===== src/sv/hrsp_pkg.sv =====
// Shared types, character codes and result codes for the HTTP request stream parser.
package hrsp_pkg;

  // Result lanes produced by one input byte at most, and the width of a lane count.
  localparam int NUM_LANES = 5;
  localparam int LANE_W    = $clog2(NUM_LANES);
  localparam int CNT_W     = $clog2(NUM_LANES + 1);

  // Characters that steer the parse.
  localparam logic [7:0] CHR_SP    = 8'h20;
  localparam logic [7:0] CHR_CR    = 8'h0D;
  localparam logic [7:0] CHR_LF    = 8'h0A;
  localparam logic [7:0] CHR_COLON = 8'h3A;

  // Status codes carried by the final result of a message.
  localparam logic [1:0] ST_OK         = 2'd0;
  localparam logic [1:0] ST_BAD_LINE   = 2'd1;
  localparam logic [1:0] ST_BAD_METHOD = 2'd2;
  localparam logic [1:0] ST_BAD_HEADER = 2'd3;

  // Method codes reported with the request line end.
  localparam logic METHOD_GET  = 1'b0;
  localparam logic METHOD_POST = 1'b1;

  typedef enum logic [2:0] {
    KIND_FILE    = 3'd0,
    KIND_HOST    = 3'd1,
    KIND_KEY     = 3'd2,
    KIND_VALUE   = 3'd3,
    KIND_HDR_END = 3'd4,
    KIND_BODY    = 3'd5,
    KIND_REQ_END = 3'd6,
    KIND_STATUS  = 3'd7
  } kind_t;

  typedef enum logic [2:0] {
    PH_METHOD = 3'd0,
    PH_FILE   = 3'd1,
    PH_HOST   = 3'd2,
    PH_KEY    = 3'd3,
    PH_VALUE  = 3'd4,
    PH_BODY   = 3'd5,
    PH_ERROR  = 3'd6
  } phase_t;

  // One result item.
  typedef struct packed {
    kind_t       kind;
    logic [7:0]  data;
    logic        method;
    logic [1:0]  status;
    logic        last;
  } result_t;

  // The results caused by one input byte, in order.
  typedef struct packed {
    result_t [NUM_LANES-1:0] res;
    logic [CNT_W-1:0]        cnt;
  } grp_t;

  // Parser state carried from byte to byte.
  typedef struct packed {
    phase_t     phase;
    logic       held_cr;
    logic       held_colon;
    logic [2:0] mlen;
    logic       get_ok;
    logic       post_ok;
    logic       extra;
    logic       line_has;
    logic       value_has;
    logic [1:0] err;
  } pstate_t;

  localparam pstate_t RESET_STATE = '{
    phase:     PH_METHOD,
    held_cr:   1'b0,
    held_colon: 1'b0,
    mlen:      3'd0,
    get_ok:    1'b1,
    post_ok:   1'b1,
    extra:     1'b0,
    line_has:  1'b0,
    value_has: 1'b0,
    err:       ST_OK
  };

endpackage


===== src/sv/hrsp_parse.sv =====
// Parser state register and the single-pass step logic that turns one byte into results.
module hrsp_parse import hrsp_pkg::*; (
  input  logic       clk,
  input  logic       rst,
  input  logic       step_en,
  input  logic [7:0] byte_q,
  input  logic       eom_q,
  output grp_t       grp
);

  localparam int NUM_CAND = 9;

  // Outcome of one data byte: new state and up to two results.
  typedef struct packed {
    pstate_t s;
    result_t r0;
    result_t r1;
    logic    v0;
    logic    v1;
  } dstep_t;

  // Outcome of a line end: new state and up to one result.
  typedef struct packed {
    pstate_t s;
    result_t r;
    logic    v;
  } lstep_t;

  pstate_t st;
  pstate_t st_next;
  pstate_t s;
  dstep_t  d_cr;
  dstep_t  d_b;
  dstep_t  d_eom;
  lstep_t  l_lf;
  lstep_t  l_eom;
  logic    take_b;
  result_t cand [NUM_CAND];
  logic [NUM_CAND-1:0] cv;
  logic [CNT_W-1:0]    cnt;

  function automatic logic [7:0] get_char(input logic [1:0] i);
    case (i)
      2'd0:    return 8'h67;
      2'd1:    return 8'h65;
      2'd2:    return 8'h74;
      default: return 8'h00;
    endcase
  endfunction

  function automatic logic [7:0] post_char(input logic [1:0] i);
    case (i)
      2'd0:    return 8'h70;
      2'd1:    return 8'h6F;
      2'd2:    return 8'h73;
      default: return 8'h74;
    endcase
  endfunction

  function automatic result_t mk(input kind_t k, input logic [7:0] d);
    result_t r;
    r = '0;
    r.kind = k;
    r.data = d;
    return r;
  endfunction

  function automatic pstate_t fail_st(input pstate_t s_in, input logic [1:0] code);
    pstate_t t;
    t = s_in;
    t.err = code;
    t.phase = PH_ERROR;
    t.held_cr = 1'b0;
    t.held_colon = 1'b0;
    return t;
  endfunction

  // One data byte after CR LF resolution.
  function automatic dstep_t data_fn(input pstate_t s_in, input logic [7:0] b);
    dstep_t     d;
    logic [7:0] c;
    d = '0;
    d.s = s_in;
    c = ((b >= 8'h41) && (b <= 8'h5A)) ? b + 8'h20 : b;
    case (s_in.phase)
      PH_METHOD: begin
        if (b == CHR_SP) begin
          d.s.phase = PH_FILE;
        end else begin
          if ((s_in.mlen >= 3'd3) || (c != get_char(s_in.mlen[1:0]))) d.s.get_ok = 1'b0;
          if ((s_in.mlen >= 3'd4) || (c != post_char(s_in.mlen[1:0]))) d.s.post_ok = 1'b0;
          if (s_in.mlen != 3'd7) d.s.mlen = s_in.mlen + 3'd1;
        end
      end
      PH_FILE: begin
        if (b == CHR_SP) begin
          d.s.phase = PH_HOST;
        end else begin
          d.r0 = mk(KIND_FILE, b);
          d.v0 = 1'b1;
        end
      end
      PH_HOST: begin
        if (b == CHR_SP) begin
          d.s.extra = 1'b1;
        end else if (!s_in.extra) begin
          d.r0 = mk(KIND_HOST, b);
          d.v0 = 1'b1;
        end
      end
      PH_KEY: begin
        if (s_in.held_colon) begin
          d.s.held_colon = 1'b0;
          if (b == CHR_SP) begin
            // Colon-space splits the line; an empty key is an error.
            if (!s_in.line_has) d.s = fail_st(d.s, ST_BAD_HEADER);
            else d.s.phase = PH_VALUE;
          end else begin
            d.r0 = mk(KIND_KEY, CHR_COLON);
            d.v0 = 1'b1;
            d.s.line_has = 1'b1;
            if (b == CHR_COLON) begin
              d.s.held_colon = 1'b1;
            end else begin
              d.r1 = mk(KIND_KEY, b);
              d.v1 = 1'b1;
            end
          end
        end else if (b == CHR_COLON) begin
          d.s.held_colon = 1'b1;
        end else begin
          d.r0 = mk(KIND_KEY, b);
          d.v0 = 1'b1;
          d.s.line_has = 1'b1;
        end
      end
      PH_VALUE: begin
        d.r0 = mk(KIND_VALUE, b);
        d.v0 = 1'b1;
        d.s.value_has = 1'b1;
      end
      PH_BODY: begin
        d.r0 = mk(KIND_BODY, b);
        d.v0 = 1'b1;
      end
      default: begin
      end
    endcase
    return d;
  endfunction

  // Judgment of the line that just ended.
  function automatic lstep_t line_fn(input pstate_t s_in);
    lstep_t l;
    l = '0;
    l.s = s_in;
    case (s_in.phase)
      PH_METHOD, PH_FILE: begin
        l.s = fail_st(s_in, ST_BAD_LINE);
      end
      PH_HOST: begin
        if (s_in.extra) begin
          l.s = fail_st(s_in, ST_BAD_LINE);
        end else if (s_in.get_ok && (s_in.mlen == 3'd3)) begin
          l.r = mk(KIND_REQ_END, 8'h00);
          l.r.method = METHOD_GET;
          l.v = 1'b1;
          l.s.phase = PH_KEY;
          l.s.line_has = 1'b0;
        end else if (s_in.post_ok && (s_in.mlen == 3'd4)) begin
          l.r = mk(KIND_REQ_END, 8'h00);
          l.r.method = METHOD_POST;
          l.v = 1'b1;
          l.s.phase = PH_KEY;
          l.s.line_has = 1'b0;
        end else begin
          l.s = fail_st(s_in, ST_BAD_METHOD);
        end
      end
      PH_KEY: begin
        if (s_in.held_colon || s_in.line_has) l.s = fail_st(s_in, ST_BAD_HEADER);
        else l.s.phase = PH_BODY;
        l.s.held_colon = 1'b0;
      end
      PH_VALUE: begin
        if (!s_in.value_has) begin
          l.s = fail_st(s_in, ST_BAD_HEADER);
        end else begin
          l.r = mk(KIND_HDR_END, 8'h00);
          l.v = 1'b1;
          l.s.phase = PH_KEY;
          l.s.line_has = 1'b0;
          l.s.value_has = 1'b0;
        end
      end
      default: begin
      end
    endcase
    return l;
  endfunction

  // Step logic: resolve a held CR, take the byte, then close the message on its last byte.
  always_comb begin
    s = st;
    d_cr = '0;
    d_b = '0;
    d_eom = '0;
    l_lf = '0;
    l_eom = '0;
    take_b = 1'b0;
    for (int i = 0; i < NUM_CAND; i++) cand[i] = '0;
    cv = '0;

    if (s.phase != PH_ERROR) begin
      if (s.held_cr) begin
        s.held_cr = 1'b0;
        if (byte_q == CHR_LF) begin
          l_lf = line_fn(s);
          s = l_lf.s;
          cand[2] = l_lf.r;
          cv[2] = l_lf.v;
        end else begin
          d_cr = data_fn(s, CHR_CR);
          s = d_cr.s;
          cand[0] = d_cr.r0;
          cv[0] = d_cr.v0;
          cand[1] = d_cr.r1;
          cv[1] = d_cr.v1;
          take_b = (s.phase != PH_ERROR);
        end
      end else begin
        take_b = 1'b1;
      end
      if (take_b) begin
        if (byte_q == CHR_CR) begin
          s.held_cr = 1'b1;
        end else begin
          d_b = data_fn(s, byte_q);
          s = d_b.s;
          cand[3] = d_b.r0;
          cv[3] = d_b.v0;
          cand[4] = d_b.r1;
          cv[4] = d_b.v1;
        end
      end
    end

    if (eom_q) begin
      // A held CR is data at the end of the message.
      if ((s.phase != PH_ERROR) && s.held_cr) begin
        s.held_cr = 1'b0;
        d_eom = data_fn(s, CHR_CR);
        s = d_eom.s;
        cand[5] = d_eom.r0;
        cv[5] = d_eom.v0;
        cand[6] = d_eom.r1;
        cv[6] = d_eom.v1;
      end
      if (s.phase != PH_ERROR) begin
        l_eom = line_fn(s);
        s = l_eom.s;
        cand[7] = l_eom.r;
        cv[7] = l_eom.v;
      end
      cand[8] = mk(KIND_STATUS, 8'h00);
      cand[8].status = s.err;
      cand[8].last = 1'b1;
      cv[8] = 1'b1;
      s = RESET_STATE;
    end
    st_next = s;
  end

  // Pack the valid candidates into consecutive lanes.
  always_comb begin
    grp.res = '0;
    cnt = '0;
    for (int i = 0; i < NUM_CAND; i++) begin
      if (cv[i] && (cnt < CNT_W'(NUM_LANES))) begin
        grp.res[cnt[LANE_W-1:0]] = cand[i];
        cnt = cnt + CNT_W'(1);
      end
    end
    grp.cnt = cnt;
  end

  // Parser state register.
  always_ff @(posedge clk) begin
    if (rst) begin
      st <= RESET_STATE;
    end else if (step_en) begin
      st <= st_next;
    end
  end

endmodule


===== src/sv/hrsp_queue.sv =====
// Result lane register that hands out the results of one byte, one per cycle while out_ready is high.
module hrsp_queue import hrsp_pkg::*; (
  input  logic    clk,
  input  logic    rst,
  input  logic    load,
  input  grp_t    grp_in,
  input  logic    out_ready,
  output logic    out_valid,
  output result_t res_out,
  output logic    free
);

  result_t [NUM_LANES-1:0] lanes;
  logic [CNT_W-1:0]        count;
  logic [CNT_W-1:0]        idx;
  logic                    at_last;

  // A result is pending while the read index is below the lane count.
  assign out_valid = (idx < count);
  assign res_out   = out_valid ? lanes[idx[LANE_W-1:0]] : '0;
  assign at_last   = out_valid && ((idx + CNT_W'(1)) == count);
  assign free      = !out_valid || (out_ready && at_last);

  // Control: lane count and read index.
  always_ff @(posedge clk) begin
    if (rst) begin
      count <= '0;
      idx <= '0;
    end else if (load) begin
      count <= grp_in.cnt;
      idx <= '0;
    end else if (out_valid && out_ready) begin
      idx <= idx + CNT_W'(1);
    end
  end

  // Result payload lanes.
  always_ff @(posedge clk) begin
    if (load) begin
      lanes <= grp_in.res;
    end
  end

endmodule


===== src/sv/http_request_stream_parser_core.sv =====
// Top level of the HTTP request stream parser: input register, step logic and result lanes.
//
//  channel  direction  handshake             payload
//  in       input      in_valid / in_ready   byte_in, end_of_message
//  out      output     out_valid / out_ready kind, data_byte, method_code, status_code,
//                                            last_result
//
// A request is registered on acceptance and stepped through the parser once the result lanes
// are free. The output port delivers one result per cycle while out_ready is high, so a request
// that yields n results holds the input register until its last result is taken; one request
// per cycle is taken while each yields at most one result and the output does not stall. The
// last byte of a message yields up to five. Reset clears the parser state and all valid flags.
// A stall at the output holds the current result and the input register.
module http_request_stream_parser_core import hrsp_pkg::*; (
  input  logic       clk,
  input  logic       rst,
  input  logic       in_valid,
  output logic       in_ready,
  input  logic [7:0] byte_in,
  input  logic       end_of_message,
  output logic       out_valid,
  input  logic       out_ready,
  output logic [2:0] kind,
  output logic [7:0] data_byte,
  output logic       method_code,
  output logic [1:0] status_code,
  output logic       last_result
);

  logic       item_valid;
  logic [7:0] item_byte;
  logic       item_eom;
  logic       q_free;
  logic       advance;
  grp_t       grp;
  result_t    res;

  // The held request moves on when the lanes can take its results.
  assign advance  = item_valid && q_free;
  assign in_ready = !item_valid || q_free;

  // Input register.
  always_ff @(posedge clk) begin
    if (rst) begin
      item_valid <= 1'b0;
    end else if (in_ready) begin
      item_valid <= in_valid;
    end
  end

  always_ff @(posedge clk) begin
    if (in_valid && in_ready) begin
      item_byte <= byte_in;
      item_eom <= end_of_message;
    end
  end

  hrsp_parse u_parse (
    .clk     (clk),
    .rst     (rst),
    .step_en (advance),
    .byte_q  (item_byte),
    .eom_q   (item_eom),
    .grp     (grp)
  );

  hrsp_queue u_queue (
    .clk       (clk),
    .rst       (rst),
    .load      (advance),
    .grp_in    (grp),
    .out_ready (out_ready),
    .out_valid (out_valid),
    .res_out   (res),
    .free      (q_free)
  );

  // Result fields.
  assign kind        = res.kind;
  assign data_byte   = res.data;
  assign method_code = res.method;
  assign status_code = res.status;
  assign last_result = res.last;

`ifndef NO_ASSERTIONS
  // Only the status result closes a message.
  a_last_is_status: assert property (@(posedge clk) disable iff (rst)
    out_valid |-> (last_result == (kind == KIND_STATUS)))
    else $error("last_result does not match status kind");

  // A method code appears only with the request line end.
  a_method_only_req_end: assert property (@(posedge clk) disable iff (rst)
    (out_valid && (kind != KIND_REQ_END)) |-> !method_code)
    else $error("method_code set on a non request line end result");

  // A request that cannot move on stays in the input register unchanged.
  a_item_held: assert property (@(posedge clk) disable iff (rst)
    (item_valid && !q_free) |=> (item_valid && $stable(item_byte) && $stable(item_eom)))
    else $error("held request lost or changed");
`endif

endmodule


===== config.mk =====
export PLATFORM = sky130hd
export DESIGN_NAME = http_request_stream_parser_core
export DESIGN_NICKNAME = d
export VERILOG_FILES = /design/src/sv/hrsp_pkg.sv /design/src/sv/hrsp_parse.sv /design/src/sv/hrsp_queue.sv /design/src/sv/http_request_stream_parser_core.sv
export SDC_FILE = /design/constraint.sdc
export NUM_CORES = 1
export LEC_CHECK = 0
export BUFFER_PORTS_ARGS = -buffer_cell sky130_fd_sc_hd__buf_2
export CAP_MARGIN = 40
export CORE_MARGIN = 5
export CORE_UTILIZATION = 60
export CTS_CLUSTER_SIZE = 28
export DETAILED_ROUTE_END_ITERATION = 7
export GPL_TIMING_DRIVEN = 0
export PLACE_DENSITY_LB_ADDON = 0.3
export SYNTH_ARGS = -nofsm -noshare
export SYNTH_HDL_FRONTEND = slang
export SYNTH_SLANG_ARGS = --single-unit

===== constraint.sdc =====
create_clock -name clk -period 14.1 [get_ports clk]
set_input_delay 2.82 -clock clk [delete_from_list [all_inputs] [get_ports clk]]
set_output_delay 2.82 -clock clk [all_outputs]
set_load 0.01 [all_outputs]

=== Yosys cells after proc, flatten, opt, wreduce, memory -nomap -nowiden ===
Cells that the tools add are included.

* Input bits: 13
* Logic and storage cells: 403
* Output and inout port bits: 17
* Register bits: 106

* Reductions and logical operators: 52
* Add/subtract/negate cells: 13
* Mux-type cells: 218
* Magnitude comparators: 34
* Equality and inequality tests: 46

{| class="wikitable"
|+ Operators with widths
! operator !! count
|-
| 75-bit two-way mux || 9
|-
| 75-bit bitwise mux || 8
|-
| 15-bit two-way mux || 25
|-
| 15-bit demux with 3-bit select || 8
|-
| 15-bit case mux with 5 select lines || 3
|-
| 8-bit two-way mux || 25
|-
| 16-bit two-way mux || 8
|-
| 30-bit two-way mux || 4
|-
| 16-bit case mux with 2 select lines || 2
|-
| 7-bit case mux with 3 select lines || 3
|-
| 3-bit two-way mux || 20
|-
| 60-bit two-way mux || 1
|-
| 15-bit case mux with 4 select lines || 1
|-
| 14-bit two-way mux || 4
|-
| 13-bit two-way mux || 4
|-
| 15-bit binary-select mux with 3-bit select || 1
|-
| 45-bit two-way mux || 1
|-
| 5-bit case mux with 3 select lines || 3
|-
| 1-bit two-way mux || 42
|-
| 2-bit two-way mux || 19
|-
| 12-bit two-way mux || 3
|-
| 3-bit by 1-bit adder with 3-bit output, second input constant || 11
|-
| 3-bit by 4-bit less-than comparator with 1-bit output, second input constant || 8
|-
| 4-bit by 8-bit != test with 1-bit output, first input constant || 4
|-
| other kinds (41) || 146
|}

=== Logic depth before layout (Yosys ltp) ===
Gate-level depths: netlist of run 1.

* Depth after elaboration: 61
* Depth in mapped cells: 35
* Gate-level depth less buffers: 34

=== Cells and area by module ===
From an unflattened synthesis of run 1, not the netlist that was laid out.

* Cells, all modules: 943
* Area total of the unflattened synthesis: 8,386.8 µm²

{| class="wikitable"
|+ By module, submodules not included
! module !! instances !! area an instance (µm²) !! cells an instance
|-
| hrsp_parse || 1 || 4,650.7 || 698
|-
| hrsp_queue || 1 || 3,403.3 || 230
|-
| http_request_stream_parser_core || 1 || 332.8 || 15
|}

=== Worst setup path before layout of run 1 ===
No wires, ideal clock.

* Path kind: flip-flop to flip-flop
* From: reg item_byte[4]
* To: reg u_queue.count[1]
* Stages on the path, launching flop included: 30
* Slack: 7,536 ps
* Data required time: 14,002 ps
* Arrival: 6,467 ps
* Cell sequence: edfxtp_1 > buf_2 > or4_4 > nor4_1 > and2_1 > inv_1 > fa_1 > inv_1 > ha_1 > o21a_1 > ha_1 > o221ai_1 > buf_2 > inv_1 > ha_1 > nand2_1 > o21ai_0 > ha_1 > nand2_1 > a21oi_2 > nor2_2 > inv_1 > ha_1 > nand2_1 > a21oi_1 > o21ba_2 > inv_2 > ha_1 > nand4_1 > a311oi_1

* Cells in the longest elaborated chain, start to end: 35
* Elaborated cells between the ends (all ways): 175
* Those cells by class: add/sub (11); order compare (14); eq/ne (30); mux (98); reduce/logical (22)

{| class="wikitable"
|+ RTL lines
! item !! line !! source
|-
| start: declaration || http_request_stream_parser_core.sv:31 || <nowiki>logic [7:0] item_byte;</nowiki>
|-
| start signal: assignment || http_request_stream_parser_core.sv:53 || <nowiki>item_byte <= byte_in;</nowiki>
|-
| branches (longest 31 deep; another with 1-bit by 3-bit less-than comparator with 1-bit output) || -- ||
|-
| 3-bit two-way mux * || hrsp_parse.sv:279 || <nowiki>if (cv[i] && (cnt < CNT_W'(NUM_LANES))) begin</nowiki>
|-
| 3-bit less-than comparator || hrsp_parse.sv:279 ||
|-
| 1-bit logical AND || hrsp_parse.sv:279 ||
|-
| 3-bit two-way mux * || hrsp_parse.sv:279 ||
|-
| end signal: assignment || hrsp_queue.sv:30 || <nowiki>count <= grp_in.cnt;</nowiki>
|-
| end: declaration || hrsp_queue.sv:14 || <nowiki>logic [CNT_W-1:0] count;</nowiki>
|}

Mark *: on every way between the ends. The select of a mux whose other input is x is not followed.
A chain may end at the register's enable or synchronous reset.

==> summary.md, run 1 <==
| Metric | Value |
|---|---|
| Reg power frac | 50.1% |
| Initial antenna violation count | 0 |
| Slew margin rel. | 36.7% |
| Pre-antenna DRT Iters | 6 |
| Synth area leaders | edfxtp_1 31%, dfxtp_1 5.4%, nand2_1 4.8% |
| Wirelength, routed | 26000 um |
| Starting Density | 61.5% |
| Sink Count | 106 |
| Post_cts resized | 0 |
| Overall power | 0.746 mW |
| Drt wl/cell | 22.6 um |
| Number of remaining DRC errors | 0 |
| CP arrival | 8.27 ns |
| DR WL met2 | 12300 um |
| Number of global-route vias before repair | 7403 |
| Switch share | 27.0% |
| Placer Congestion | 0.981 |
| WP data required | 14.19 ns |
| Yosys Warn Count | 0 |
| Unrepaired setup endpoints after global routing | no |
| Internal power | 0.545 mW |
| RR Startpoint | u_parse.st[14] |
| Largest net degree at the start of global routing | 77 |
| Max_cap viols | 0 |
| Die area | 0.0161 mm^2 |
| Sw power | 0.202 mW |
| Vias | 7962 |
| Fin crit period | 8.18 ns |
| Fillers | 1095 |
| Chip height | 127 um |
| Rows | 42 |
| Critical path buffer and inverter count | 7 |
| Setup TNS | 0 ns |
| Grt ovf | 0 |
| Port Buffers | 28 |
| CTS max path bufs | 2 |
| Netlist cell types | 97 |
| Cts hold-fix bufs | 0 |
| Least-Margin Pin Slew | 0.945 ns |
| Crit-path max FO | 10 |
| Syn-to-layout area delta | 9.01% |
| Setup crit end kind | register |
| DR vias/cell | 6.94 |
| TritonCTS Buffers | 9 |
| Layout Skew | 0.0121 ns |
| PwrDens | 83.7 mW/mm^2 |
| CTS tree | yes |
| Wire length on met1 | 10300 um |
| Post-Syn Area | 0.00818 mm^2 |
| Hold Vio Cnt, Final | 0 |
| Share of cells above drive strength 1 | 12.8% |
| Die Wd | 127 um |
| Worst Setup Start Kind | register |
| Later-pin clock latency in the skew report | 0.37 ns |
| Top post-synthesis cells by count | 105 x nand2_1, 85 x nor2_1, 84 x edfxtp_1 |
| Critical path class | reg -> reg |
| Logic pwr share | 14.4% |
| Wire length of the first global-routing pass | 40900 um |
| CP most frequent cell | ha_1 |
| Max Used Layer | met4 |
| H-tree depth | 3 |
| Yosys reg bits | 106 |
| Max stage delay cell, worst path | dfxtp_1 |
| Status | finished clean |
| Final net count | 1003 |
| Ant diodes | 0 |
| Largest area contributor in the netlist | edfxtp_1 |
| # Post-CTS Setup Buffers | 0 |
| Clock slew at reported path FFs | 0.08 ns |
| Max-slew violations | 0 |
| Crit path from | u_parse.st[14] |
| Crit-path max cell delay | 0.48 ns |
| Main synth FF type | edfxtp_1 |
| Asr flop ratio synth | 0% |
| # IOs | 30 |
| Avg Cell Area, Syn | 8.88 um^2 |
| Area fraction of the dominant cell type after synthesis | 30.8% |
| Root Buffer | clkbuf_16 |
| Core Area | 0.0133 mm^2 |
| Mapped Cells | 921 |
| Pleak | 3.29 nW |
| Min-delay worst type | reg -> reg |
| Final setup fails | 0 |
| Pre-CTS setup slack | 6.16 ns |
| Clock share of power | 35.5% |
| HPWL Detailed | 20100 um |
| Initial DRC count | 1087 |
| Startpoint of the worst hold path | u_parse.st[6] |
| Overall Global Routing Usage | 32.4% |
| Post-route setup slack | 5.92 ns |
| Top delay family on crit path | simple AND/OR/NAND/NOR gates |
| Syn nets | 958 |
| Tcrit/Tclk final | 58.0% |
| Count leader, synth | nand2_1 |
| Number of flops mapped to enable cells by yosys | 84 |
| Wire length on met3 | 2100 um |
| Post-synthesis sequential area ratio | 36.2% |
| Achievable Freq | 0.122 GHz |
| VDD IR max | 51.8 uV |
| Antenna-violating nets left | 0 |
[worst register-to-register path: cells and delay by family, from the launching register on]
kind                       cells  cell delay, ns
and+or+nand+nor               10            2.09
DFF                            1            0.48
muxes                          1            0.43
buffers and inverters          7            1.46
adders and majority gates      5            1.60
AOI/OAI and AO/OA              8            1.83
[flip-flops by register name (all words and copies together) (netlist names)]
register and count:
u_queue.count 3, u_parse.st 15, item_valid 1, item_byte 8, item_eom 1, u_queue.lanes 75
u_queue.idx 3
[per-stage QoR]
| stage | hold slack [ns] | utilization, % | instance area, um^2 | cells |
|---|---|---|---|---|
| 6_report | 0.505 | 67.1 | 8920 | 1147 |
| 5_1_grt | 0.539 | 67.1 | 8920 | 1147 |
| 4_1_cts | 0.502 | 67.1 | 8920 | 1147 |
| 3_5_place_dp | 0.485 | 64.8 | 8620 | 1131 |
| 3_3_place_gp | 0.467 | 64.2 | 8540 | 1125 |
| 2_1_floorplan | 0.444 | - | 8180 | 921 |
[layer usage]
layer  vias to the layer above  global-route usage, %
li1                       3659                      -
met1                      3724                   42.3
met2                       477                   53.2
met3                       102                   4.29
met4                         0                   16.0
met5                         -                      0
[final timing paths]
kind / slack (ns) / endpoint / depth (start not counted)
max: 5.92 / u_queue.lanes[54] / 31
min: 0.51 / u_parse.st[6] / 2
max reg2reg: 5.92 / u_queue.lanes[54] / 31
min reg2reg: 0.51 / u_parse.st[6] / 2
[placed cells by master, fill, tap and decap left out, types with 9 or more instances in the layout]
master     count
nand4_1       12
and2_1        26
nand2_1      105
and3_1        17
nor3_1        20
o21a_1         9
clkbuf_16      9
o22ai_1       11
buf_2         36
a31oi_1       13
inv_1         30
clkbuf_1      31
a211oi_1      11
ha_1          23
nand3_1       38
nor4_1         9
o21ai_0       53
nor2_1        85
nor2b_1        9
mux4_2        15
a22oi_1       21
edfxtp_1      84
dfxtp_1       22
o211ai_1      20
a21oi_1       56
[cell type report]
| type | count | area (um^2) | share of cell area (%) |
|---|---|---|---|
| repair buffers | 34 | 206 | 2.31 |
| multi-input cells | 738 | 4910 | 55.1 |
| flip-flops and latches | 106 | 2960 | 33.2 |
| well taps | 176 | 220 | 2.47 |
| inverters | 35 | 136 | 1.53 |
| clock buffers | 9 | 225 | 2.53 |
| clock inverters | 7 | 77.6 | 0.870 |
| plain buffers | 42 | 178 | 1.99 |
[logic make-up (layout without fill, tap and decap cells)]
family | Yosys count | after routing | share of synthesized area, %
AND/OR/NAND/NOR | 392 | 392 | 24.6
XOR/XNOR | 7 | 7 | 0.749
AO/OA/AOI/OAI | 293 | 293 | 25.7
buffers and inverters | 77 | 127 | 3.81
flip-flops | 106 | 106 | 36.2
multiplexers | 22 | 22 | 5.17
adder cells (fa/ha/maj) | 24 | 24 | 3.76
[power groups by stage]
stage	Sequential (mW)	Combinational, mW	Clock [mW]
floorplan	0.378	0.0707	0
global placement	0.381	0.0986	0
detailed placement	0.381	0.107	0
CTS	0.374	0.107	0.266
global route	0.376	0.117	0.283
finish	0.374	0.107	0.265
Note: power is estimated with default switching activity, not from simulation.
==> run 2: changes to the inputs <==
==> constraint.sdc (replaced) <==
create_clock -name clk -period 7.8 [get_ports clk]
set_input_delay 1.56 -clock clk [delete_from_list [all_inputs] [get_ports clk]]
set_output_delay 1.56 -clock clk [all_outputs]
set_load 0.01 [all_outputs]
==> run 2 against run 1 <==
Total power rose by 81%. Fmax grew 10%. Register-to-register slack got worse by 5.5 ns.
==> summary.md, run 2 (synthesized netlist as in run 1, its figures left out) <==
| Metric | Value |
|---|---|
| Status | finished clean |
| Antenna-violating nets left | 0 (unchanged) |
| Reg power frac | 50.2% (about the same) |
| Core Area | 0.0133 mm^2 (unchanged) |
| CP arrival | 7.53 ns (-0.74 ns) |
| Number of remaining DRC errors | 0 (unchanged) |
| Pre-antenna DRT Iters | 5 (-1) |
| Most common cell after layout, fill and taps aside | nand2_1 |
| Setup crit end kind | register |
| Most frequent cells in the layout | 105 x nand2_1, 84 x edfxtp_1, 83 x nor2_1, 56 x a21oi_1, 53 x o21ai_0 |
| Root Buffer | clkbuf_16 |
| Largest reg by FF count | u_queue.lanes |
| Wire length of the first global-routing pass | 40900 um (about the same) |
| Crit-path max cell delay | 0.74 ns (+0.26 ns) |
| Final Hold Slack | 0.496 ns (-0.00990 ns) |
| H-tree depth | 3 (unchanged) |
| Crit-path max FO | 10 (unchanged) |
| Final setup fails | 0 (unchanged) |
| Overall Global Routing Usage | 32.4% (about the same) |
| Initial DRC count | 943 (-13%) |
| Min-delay worst type | reg -> reg |
| Post-Layout Cell Count | 1150 (+0.26%) |
| Largest regs | u_queue.lanes: 75 flops, u_parse.st: 15 flops, item_byte: 8 flops |
| Fin crit period | 7.43 ns (-0.751 ns) |
| Sw power | 0.364 mW (+80%) |
| CTS max path bufs | 2 (unchanged) |
| Later-pin clock latency in the skew report | 0.36 ns (about the same) |
| Max stage delay cell, worst path | or4b_2 |
| Max Used Layer | met4 |
| TritonCTS Buffers | 9 (unchanged) |
| Vias | 7963 (+0.013%) |
| Largest net degree at the start of global routing | 77 (unchanged) |
| Grt ovf | 0 (unchanged) |
| CTS tree | yes |
| Fillers | 1079 (-1.5%) |
| DR vias/cell | 6.92 (-0.25%) |
| Unrepaired setup endpoints after global routing | no |
| DR WL met2 | 12300 um (+0.56%) |
| Rows | 42 (unchanged) |
| # IOs | 30 (unchanged) |
| Drt wl/cell | 22.6 um (about the same) |
| Port Buffers | 28 (unchanged) |
| Tcrit/Tclk final | 95.3% (+37 points) |
| Worst Setup Start Kind | register |
| VDD IR max | 94.5 uV (+82%) |
| Critical path class | reg -> reg |
| Chip height | 127 um (unchanged) |
| Initial antenna violation count | 0 (unchanged) |
| Pleak | 3.33 nW (+1.1%) |
| Number of global-route vias before repair | 7404 (+0.014%) |
| Layout Skew | 0.0151 ns (+0.00304 ns) |
| Switch share | 27.0% (-0.049 points) |
| Wirelength, routed | 26000 um (+0.22%) |
| WP data required | 7.90 ns (-6.29 ns) |
| HPWL Detailed | 20100 um (unchanged) |
| Max-slew violations | 0 (unchanged) |
| Sink Count | 106 (unchanged) |
| Hold Vio Cnt, Final | 0 (unchanged) |
| DP Cell Count | 1131 (unchanged) |
| Ant diodes | 0 (unchanged) |
| Least-Margin Pin Slew | 0.931 ns (-0.0133 ns) |
| Die Wd | 127 um (unchanged) |
| Share of cells above drive strength 1 | 13.8% (+0.99 points) |
| Die area | 0.0161 mm^2 (unchanged) |
| Internal power | 0.985 mW (+81%) |
| Wire length on met3 | 2020 um (-4.0%) |
| Slew margin rel. | 37.8% (+1.1 points) |
| Achievable Freq | 0.135 GHz (+10%) |
| Logic pwr share | 14.4% (about the same) |
| Final net count | 1006 (+0.30%) |
| Max_cap viols | 0 (unchanged) |
| Max reg flops | 75 (unchanged) |
| Syn-to-layout area delta | 9.86% |
| Starting Density | 61.5% (unchanged) |
| Clock slew at reported path FFs | 0.08 ns (about the same) |
| Placer Congestion | 0.981 (unchanged) |
| PwrDens | 150 mW/mm^2 (+79%) |
| Wire length on met1 | 10400 um (+0.75%) |
| Clock share of power | 35.4% (about the same) |
[run 2: final cells by class]
type	count	area [um^2]	area share [%]
plain buffers	42	185	2.06
clock buffers	9	225	2.51
clock inverters	7	77.6	0.863
inverters	35	136	1.52
multi-input cells	738	4950	55.1
flip-flops and latches	106	2960	33.0
well taps	176	220	2.45
repair buffers	37	229	2.55
[run 2: metrics by stage]
stage | area, um^2 | util [%] | TNS [ns] | total power, mW | worst slack, ns
2_1_floorplan | 8180 | - | 0 | 0.811 | 1.24
3_3_place_gp | 8540 | 64.2 | -3.35 | 0.868 | -0.172
3_5_place_dp | 8620 | 64.8 | -2.56 | 0.881 | -0.143
4_1_cts | 8920 | 67.1 | 0 | 1.35 | 0.0339
5_1_grt | 8990 | 67.6 | 0 | 1.40 | 0.0262
6_report | 8990 | 67.6 | 0 | 1.35 | 0.366
[run 2: per-layer routing]
layer  vias up  global-route usage (%)
li1       3667                       -
met1      3755                    42.3
met3        87                    4.29
met4         0                    16.0
met2       454                    53.2
met5         -                       0
[run 2: worst max-delay path: cells and delay by family, from the launching register on]
kind	cells	cell delay (ns)
AOI/OAI and AO/OA	10	2.29
adders and majority gates	6	2.19
buffers and inverters	7	1.07
DFF	1	0.30
and+or+nand+nor	6	1.32
[run 2: power by group through the flow]
stage	Sequential [mW]	Clock [mW]	Combinational [mW]
after floorplan	0.683	0	0.128
after CTS	0.676	0.481	0.194
after global placement	0.689	0	0.178
after detailed placement	0.689	0	0.193
final	0.676	0.478	0.195
after global routing	0.680	0.511	0.212
[run 2: worst paths after layout]
kind / endpoint / from / slack, ns / depth (start not counted)
worst min register to register: u_parse.st[6] / u_parse.st[6] / 0.50 / 2
worst min-delay path: u_parse.st[6] / u_parse.st[6] / 0.50 / 2
worst max register to register: u_queue.lanes[59] / u_parse.st[12] / 0.37 / 29
worst max-delay path: u_queue.lanes[59] / u_parse.st[12] / 0.37 / 29
[run 2: timing repair]
| item | CTS | global route |
|---|---|---|
| setup buffers | 0 | 3 |
| hold buffers | 0 | 0 |
| setup endpoints to repair | 41 | 68 |
| endpoints found under the hold margin | 0 | 0 |
| pin swaps | 0 | 2 |
| gates resized for setup | 2 | 12 |
==> run 3: changes to the inputs <==
--- a/config.mk
+++ b/config.mk
@@ -12,7 +12,7 @@
 export CTS_CLUSTER_SIZE = 28
 export DETAILED_ROUTE_END_ITERATION = 7
 export GPL_TIMING_DRIVEN = 0
-export PLACE_DENSITY_LB_ADDON = 0.3
+export PLACE_DENSITY = 0.76
 export SYNTH_ARGS = -nofsm -noshare
 export SYNTH_HDL_FRONTEND = slang
 export SYNTH_SLANG_ARGS = --single-unit
==> run 3 against run 2 <==
Sequential share of layout area down 0.11 points. Worst setup slack worse by 0.034 ns. First-iteration DRC count down 2.3%. Routed wire length up 2.0%.
==> summary.md, run 3 (synthesized netlist as in run 1, its figures left out) <==
| Metric | Value |
|---|---|
| Status | finished clean |
| Crit-path max cell delay | 0.62 ns (-0.12 ns) |
| Placer Congestion | 1.04 (+5.6%) |
| Crit path from | item_byte[7] |
| Clock slew at reported path FFs | 0.08 ns (about the same) |
| Final Util | 67.8% (+0.22 points) |
| Root Buffer | clkbuf_16 |
| Min-delay worst type | reg -> reg |
| Syn-to-layout area delta | 10.2% |
| HPWL Detailed | 20300 um (+0.92%) |
| Later-pin clock latency in the skew report | 0.37 ns (about the same) |
| DR vias/cell | 6.99 (+0.93%) |
| TritonCTS Buffers | 9 (unchanged) |
| CTS max path bufs | 2 (unchanged) |
| Max reg flops | 75 (unchanged) |
| Drt wl/cell | 23.0 um (+1.8%) |
| Die Wd | 127 um (unchanged) |
| Overall Global Routing Usage | 32.4% (+0.053 points) |
| Number of global-route vias before repair | 7382 (-0.30%) |
| Most common cell after layout, fill and taps aside | nand2_1 |
| Max-slew violations | 0 (unchanged) |
| Wire length of the first global-routing pass | 40900 um (+0.12%) |
| # IOs | 30 (unchanged) |
| Largest net degree at the start of global routing | 58 (-25%) |
| Final Hold Slack | 0.476 ns (-0.0198 ns) |
| Grt ovf | 0 (unchanged) |
| Die area | 0.0161 mm^2 (unchanged) |
| Most frequent cells in the layout | 104 x nand2_1, 84 x nor2_1, 84 x edfxtp_1, 56 x a21oi_1, 53 x o21ai_0 |
| Final setup fails | 0 (unchanged) |
| Rows | 42 (unchanged) |
| Vias | 8058 (+1.2%) |
| Ant diodes | 0 (unchanged) |
| CP arrival | 7.74 ns (+0.21 ns) |
| Cts hold-fix bufs | 0 (unchanged) |
| Final net count | 1009 (+0.30%) |
| Starting Density | 61.5% (unchanged) |
| Initial antenna violation count | 0 (unchanged) |
| Largest regs | u_queue.lanes: 75 flops, u_parse.st: 15 flops, item_byte: 8 flops |
| H-tree depth | 3 (unchanged) |
| Initial DRC count | 921 (-2.3%) |
| WP data required | 8.07 ns (+0.17 ns) |
| Achievable Freq | 0.134 GHz (-0.46%) |
| Setup crit end kind | register |
| Antenna-violating nets left | 0 (unchanged) |
| Core Area | 0.0133 mm^2 (unchanged) |
| Pleak | 3.34 nW (+0.55%) |
| Post-DP Area | 0.00860 mm^2 (-0.16%) |
| Tcrit/Tclk final | 95.7% (+0.44 points) |
| Hold Vio Cnt, Final | 0 (unchanged) |
| VDD IR max | 108 uV (+15%) |
| Crit-path max FO | 10 (unchanged) |
| Layout Skew | 0.0204 ns (+0.00529 ns) |
| Max_cap viols | 0 (unchanged) |
| Fin crit period | 7.47 ns (+0.0341 ns) |
| Startpoint of the worst hold path | u_parse.st[6] |
| Chip height | 127 um (unchanged) |
| CTS tree | yes |
| Sink Count | 106 (unchanged) |
| Max stage delay cell, worst path | fa_1 |
| Wirelength, routed | 26600 um (+2.0%) |
| Pre-CTS setup slack | -0.328 ns (-0.185 ns) |
| PwrDens | 148 mW/mm^2 (-1.4%) |
| Critical path class | reg -> reg |
| CP most frequent cell | ha_1 |
| Number of remaining DRC errors | 0 (unchanged) |
| Fillers | 1101 (+2.0%) |
| Non-Filler Cell Area, Final | 0.00902 mm^2 (+0.32%) |
| Least-Margin Pin Slew | 0.936 ns (+0.00471 ns) |
| Pre-antenna DRT Iters | 8 (+3) |
| Worst Setup Start Kind | register |
| Port Buffers | 28 (unchanged) |
| Share of cells above drive strength 1 | 14.1% (+0.37 points) |
| Slew margin rel. | 36.7% (-1.1 points) |
| Largest reg by FF count | u_queue.lanes |
| Post-route setup slack | 0.332 ns (-0.0341 ns) |
| RR Startpoint | item_byte[7] |
-- run 3: cell types whose count changed in the layout (fill, tap and decap cells not counted), sizes merged --
cell / change
clkbuf: +3
clkinv: -2
buf: +1
bufinv: -1
inv: +1
o21ai: +1
-- run 3: repair_timing --
| item | CTS | global route |
|---|---|---|
| setup endpoints to repair | 58 | 68 |
| pin swaps | 0 | 3 |
| resized for setup | 6 | 12 |
| hold endpoints to repair | 0 | 0 |
| buffers inserted | 1 | 3 |
| cloned | 0 | 1 |
-- run 3: per-layer routing --
metal,wire (um),vias to the layer above,track usage (%)
li1,-,3654,-
met4,1480,0,15.7
met2,12200,476,51.7
met5,0,-,0
met1,10600,3811,43.6
met3,2230,117,4.58
-- run 3: layout make-up --
| class | instances | area (um^2) | area share [%] |
|---|---|---|---|
| Multi-Input combinational cell | 739 | 4980 | 55.3 |
| Clock inverter | 5 | 42.5 | 0.472 |
| Tap cell | 176 | 220 | 2.44 |
| Sequential cell | 106 | 2960 | 32.9 |
| Clock buffer | 11 | 253 | 2.80 |
| Inverter | 35 | 136 | 1.51 |
| Timing Repair Buffer | 39 | 235 | 2.61 |
| Buffer | 42 | 185 | 2.05 |
-- run 3: critical path, delay by kind of cell, from the launching register on --
kind	cells	cell delay, ns
AOI/OAI and AO/OA	7	1.35
adders and majority gates	7	2.62
buffers and inverters	7	1.13
DFF	1	0.59
and+or+nand+nor	8	1.67
-- run 3: power breakdown --
group	switching [mW]	internal (mW)	leakage (nW)	total, mW
registers	0.0173	0.657	0.976	0.675
logic	0.118	0.0737	2.22	0.192
clock network	0.228	0.239	0.145	0.467
total	0.363	0.970	3.34	1.33
-- run 3: stage by stage --
step,setup TNS (ns),std cells,power (mW)
floorplan,0,921,0.811
global placement,-10.90,1125,0.869
detailed placement,-7.49,1131,0.878
CTS,0,1148,1.33
global route,-0.0180,1153,1.39
finish,0,1153,1.33
-- run 3: final timing paths --
kind | cells past startpoint | slack (ns) | to
worst min-delay path | 2 | 0.48 | u_parse.st[6]
worst min register to register | 2 | 0.48 | u_parse.st[6]
worst max register to register | 29 | 0.33 | u_queue.count[1]
worst max-delay path | 29 | 0.33 | u_queue.count[1]
